File: src/rtl/core/rgchi_pkg.sv
// shared types and constants for the rg chromaticity histogram intersection block
// no dependencies
package rgchi_pkg;

	localparam int BINS_PER_AXIS_DEF = 16;
	localparam int COUNT_BITS_DEF    = 22;
	localparam int FRACTION_BITS_DEF = 16;

	localparam int CHAN_W = 8;
	localparam int SUM_W  = 10;
	localparam int OUT_W  = 17;

	typedef enum logic [3:0] {
		ST_CLEAR,
		ST_IDLE,
		ST_BIN,
		ST_CNT_RD,
		ST_CNT_WR,
		ST_SW_RD,
		ST_SW_GO,
		ST_SW_DIV,
		ST_SW_WR,
		ST_FINISH
	} state_t;

	typedef struct packed {
		logic accept;
		logic clr_wr;
		logic cnt_rd;
		logic cnt_wr;
		logic norm_start;
		logic sw_wr;
		logic idx_step;
		logic acc_clr;
		logic total_clr;
		logic set_valid;
		logic out_load;
	} cmd_t;

	typedef struct packed {
		logic bin_done;
		logic norm_done;
		logic idx_last;
		logic req;
		logic last;
	} status_t;

endpackage

File: src/rtl/core/rgchi_ctrl.sv
// controller state machine: reset clearing pass, pixel binning, end of image sweep, result hand-off
// depends on rgchi_pkg
module rgchi_ctrl
	import rgchi_pkg::*;
(
	input  logic    clk,
	input  logic    arst_n,
	input  logic    in_valid,
	output logic    in_ready,
	output logic    out_valid,
	input  logic    out_ready,
	input  status_t st,
	output cmd_t    cmd
);

	state_t state_q;
	state_t state_d;
	logic   out_valid_q;
	logic   out_free;

	assign out_free = !out_valid_q || out_ready;

	always_comb begin
		state_d = state_q;
		unique case (state_q)
			ST_CLEAR:  if (st.idx_last) state_d = ST_IDLE;
			ST_IDLE:   if (in_valid) state_d = ST_BIN;
			ST_BIN:    if (st.bin_done) state_d = ST_CNT_RD;
			ST_CNT_RD: state_d = ST_CNT_WR;
			ST_CNT_WR: state_d = st.last ? ST_SW_RD : ST_IDLE;
			ST_SW_RD:  state_d = ST_SW_GO;
			ST_SW_GO:  state_d = ST_SW_DIV;
			ST_SW_DIV: if (st.norm_done) state_d = ST_SW_WR;
			ST_SW_WR:  state_d = st.idx_last ? ST_FINISH : ST_SW_RD;
			ST_FINISH: if (!st.req || out_free) state_d = ST_IDLE;
			default:   state_d = ST_IDLE;
		endcase
	end

	always_comb begin
		cmd = '0;
		unique case (state_q)
			ST_CLEAR: begin
				cmd.clr_wr   = 1'b1;
				cmd.idx_step = 1'b1;
			end
			ST_IDLE:   cmd.accept = in_valid;
			ST_CNT_RD: cmd.cnt_rd = 1'b1;
			ST_CNT_WR: begin
				cmd.cnt_wr  = 1'b1;
				cmd.acc_clr = 1'b1;
			end
			ST_SW_GO:  cmd.norm_start = 1'b1;
			ST_SW_WR: begin
				cmd.sw_wr    = 1'b1;
				cmd.idx_step = 1'b1;
			end
			ST_FINISH: begin
				if (!st.req) begin
					cmd.set_valid = 1'b1;
					cmd.total_clr = 1'b1;
				end else if (out_free) begin
					cmd.out_load  = 1'b1;
					cmd.total_clr = 1'b1;
				end
			end
			default: ;
		endcase
	end

	always_ff @(posedge clk or negedge arst_n) begin
		if (!arst_n) begin
			state_q     <= ST_CLEAR;
			out_valid_q <= 1'b0;
		end else begin
			state_q     <= state_d;
			out_valid_q <= cmd.out_load || (out_valid_q && !out_ready);
		end
	end

	assign in_ready  = (state_q == ST_IDLE);
	assign out_valid = out_valid_q;

`ifndef SYNTHESIS
	a_load_free: assert property (@(posedge clk) disable iff (!arst_n)
		cmd.out_load |-> (!out_valid_q || out_ready))
		else $error("result loaded over an untaken word");
	a_sweep_loop: assert property (@(posedge clk) disable iff (!arst_n)
		(state_q == ST_SW_WR && !st.idx_last) |=> (state_q == ST_SW_RD))
		else $error("sweep left early");
	a_bin_done: assert property (@(posedge clk) disable iff (!arst_n)
		st.bin_done |-> (state_q == ST_BIN))
		else $error("bin divider finished outside binning");
	a_norm_done: assert property (@(posedge clk) disable iff (!arst_n)
		st.norm_done |-> (state_q == ST_SW_DIV))
		else $error("normalize divider finished outside sweep");
`endif

endmodule

File: config.mk
export PLATFORM = sky130hd
export DESIGN_NAME = rgchi_ctrl
export DESIGN_NICKNAME = d
export VERILOG_FILES = /design/src/rtl/core/rgchi_pkg.sv /design/src/rtl/core/rgchi_ctrl.sv
export SDC_FILE = /design/constraint.sdc
export NUM_CORES = 1
export LEC_CHECK = 0
export BUFFER_PORTS_ARGS = -buffer_cell sky130_fd_sc_hd__buf_2
export CORE_MARGIN = 2
export CORE_UTILIZATION = 28
export DETAILED_ROUTE_END_ITERATION = 8
export SETUP_SLACK_MARGIN = 0.2
export SYNTH_ARGS = -nofsm -noshare
export SYNTH_HDL_FRONTEND = slang
export SYNTH_SLANG_ARGS = --single-unit
File: constraint.sdc
create_clock -name clk -period 2.9 [get_ports clk]
set_input_delay 0.58 -clock clk [delete_from_list [all_inputs] [get_ports clk]]
set_output_delay 0.58 -clock clk [all_outputs]
set_load 0.02 [all_outputs]
Word-level counts from Yosys, hierarchy flattened
Index checks and enable logic that the tools add are counted.

word-level totals
  register bits after elaboration = 5
  bits in latches = 0
  bits in writable memories = 0
  memory bits (read-only) = 0
  input bits = 9
  output and inout bits = 13
  memories = 0

cells by class
  add/subtract/negate cells = 0
  multipliers = 0
  div/mod/pow operators = 0
  $lt $le $gt $ge = 0
  equality and inequality tests = 14
  shift-type cells = 0
  muxes and demuxes = 20
  bitwise operators = 0
  reduce and logical (&&, ||, !) cells = 10

operators by type and width
  operator              number
  $pmux W4 S10          1
  $mux W4               6
  $eq A4 B3 Y1 const B  4
  $mux W1               11
  $ne A2 B2 Y1 const B  5
  $eq A4 B2 Y1 const B  2
  $eq A4 B4 Y1 const B  2
  $mux W3               2
  $reduce_and A5 Y1     1
  $eq A4 B1 Y1 const B  1
  $logic_not A4 Y1      1
  $logic_not A1 Y1      3
  $logic_or A1 B1 Y1    3
  $reduce_or A2 Y1      1
  $logic_and A1 B1 Y1   1

Longest topological paths before layout
  depth in word-level cells = 6
  mapped depth = 5

Least setup slack after synthesis
No wires, ideal clock.

  path type = register to output
  from = reg state_q[1]
  to = out cmd[7] in the netlist's numbering
  data arrival time = 1.340 ns
  data required time = 2.320 ns
  slack = 0.980 ns
  cell stages (with the launch flop) = 5
  path buffers = 2
  cell sequence = dfrtp_1 > or2_1 > clkbuf_1 > nor2_1 > buf_4

RTL lines
  item                    line              source
  from (decl)             rgchi_ctrl.sv:16  state_t state_q;
  from (signal assigned)  rgchi_ctrl.sv:76  state_q <= state_d;
  to (decl)               rgchi_ctrl.sv:13  output cmd_t cmd

==> impl_metrics.ini <==
[timing]
grt_setup_unrepaired = no
timing.fmax_ghz = 0.474
setup-violations-final = 0
clock_skew_ps = 2.75
worst_slew_pin_slew_ps = 362
fin_crit_ps = 2110
post-route-period-util_pct = 72.8
final_hold_viol_count = 0
tns_ps = 0
maxSlewHeadroom_pct = 75.8
fin_worst_hold_slack_ps = 139
setup_slack_ps = 789
final-max-slew-violation-count = 0

[drt]
dr_wl_met3_um = 28
met2WireLength_um = 421
dr.max_layer_used = met3
num_vias = 401
drt_iter0_markers = 5
drt_first_pass_iters = 2
avgViaCountPerCell = 4.61
post_drt_wl_per_cell_um = 10.4
met1Wirelength_um = 453
drc_errors = 0
postRouteWirelength_um = 903
antenna_left = 0

[power]
irDropWorstVdd_mv = 0.554
power.total_uw = 549
p_sw_uw = 262
powerDensity_nw_per_um2 = 1050
seq_power_share_pct = 27.9
total_leakage_power_nw = 0.281
internal_power_uw = 287
combPwrFrac_pct = 57.6
netSwitchingFraction_pct = 47.8
pwr-share-clk_pct = 14.5

[finish]
layout_nets = 82
area_growth_syn_to_layout_pct = 33.4
final-instance-count-excl-fill = 87
postLayoutCoreUtil_pct = 40.3
finalInstanceArea_um2 = 524
post_route_cells_drive_above_1_share_pct = 36.1
num_antenna_cells = 0
fillCellCount = 148

[flow_run]
maxCapViolations = 0

[grt]
grt_antenna_before_repair = 0
first_global_vias = 363
globalRoute.totalOverflow = 0
groute.usage.overall_pct = 11.3
grt_first_pass_wirelength_mm = 1.47
grt_start_max_net_pins = 14

[synthesis]
syn_area_um2 = 393
synthDistinctLibCells = 25
synth_seq_area_share_pct = 31.8
syn-mean-instance-area_um2 = 7.70
synth_top_area_cell = dfrtp_1
synth.yosys.warnings = 0
synth_area_leaders = dfrtp_1 32%, nor2_1 8.6%, a21oi_1 5.1%
syn-instance-count = 51
post_synth_net_total = 60
yosys_register_bits = 5
synth_top_area_share_pct = 31.8

[clock_tree]
root_buffer = clkbuf_4
cts_setup_buffers = 0
count_of_clock_tree_sinks = 5
clk_pin_slew_ps = 40
cts_tree = yes
insertion_delay_ps = 240
tritoncts.num_buffers = 3
cts_resized = 0
cts_buffer_depth = 2
clock_tree.htree_level_count = 1
cts.hold.buffers_added = 0

[placed_design]
placed_cells = 83
placement.setup.worst_slack_ps = 1040
finalWeightedCongestion = 0.771
hpwl_um = 692
place_area_um2 = 498
port-buffer-count = 21

[critical_path]
worstPathMaxFanout = 8
timing_worst_setup_path_type = reg -> out
setup.worst_path.start_class = flop
critPathRequiredTime_ps = 2320
worst_setup_end_kind = primary output
timing.critical_path.arrival_ps = 1530

[min_path]
timing.hold.worst.class = in -> async

[die]
die_height_um = 41.5
floorplan.io_pins = 22
core_area_um2 = 1300
chipWidth_um = 41.5
std_cell_rows = 13
effective_utilization_at_floorplan_pct = 30.2
die_ar_um2 = 1720

[outcome]
status = finished clean
[worst max-delay path, stage by stage, from the launching register on]
cell	delay, ps
dfrtp_1	440
nor2b_1	310
and3b_1	220
nand2_1	70
nor2_1	80
buf_2	160
[cell type report]
type                    count  area [um2]  area share (%)
well taps                  15        18.8            3.58
multi-input cells          42         249            47.5
repair buffers             21         105            20.0
clock buffers               4        26.3            5.01
flip-flops and latches      5         125            23.9
[layout by cell type, fill, tap and decap left out, drive strengths merged, types with 3 or more instances in the layout]
cell and count:
a21oi 4, buf 21, clkbuf 4, dfrtp 5, nand2 3, nand2b 3
nor2 9, nor2b 3, nor3 3
[power groups by stage]
stage | registers [mW] | clock network, mW | logic [mW]
floorplan | 0.123 | 0 | 0.273
global placement | 0.152 | 0 | 0.320
detailed placement | 0.154 | 0 | 0.317
CTS | 0.153 | 0.0846 | 0.320
global route | 0.161 | 0.0873 | 0.348
finish | 0.153 | 0.0795 | 0.316
[layer usage]
metal | global-route usage, % | vias up
met4 | 11.6 | 0
li1 | - | 219
met2 | 15.9 | 8
met5 | 0 | -
met1 | 14.8 | 174
met3 | 0.435 | 0
[worst paths after layout]
| check | startpoint | endpoint | slack [ps] | depth (start not counted) |
|---|---|---|---|---|
| setup / recovery | state_q[0] | cmd[0] | 790 | 5 |
| hold / removal | arst_n | state_q[2] | 140 | 1 |
| setup reg to reg | state_q[0] | state_q[0] | 1380 | 4 |
| hold reg to reg | state_q[0] | state_q[0] | 650 | 1 |
| max in group asynchronous | arst_n | state_q[3] | 2640 | 1 |
| min in group clk | st[0] | state_q[2] | 610 | 3 |
[cell families after synthesis]
group	count (synthesis)	synth area share [%]
AND/OR/NAND/NOR	29	40.1
AO/OA/AOI/OAI	11	16.6
flip-flops	5	31.8
buffers and inverters	4	4.78
multiplexers	2	6.69
[synth_stat cells, drive strengths merged]
cell type and instances:
mux2 2, and3b 1, nand2b 3, o211ai 1, nor2 9, nor3b 1
buf 1, o22ai 1, nand3b 1, nand2 3, nor2b 3, and3 1
a31oi 2, nand3 1, or2 1, o22a 1, nor3 3, o21ai 2
clkbuf 3, a21oi 4, and2 1, or2b 1, dfrtp 5
[registers in the layout, summed over array words and instances (netlist names)]
| name | flops |
|---|---|
| state_q | 4 |
| out_valid | 1 |
Power figures use the tool's default switching activity.
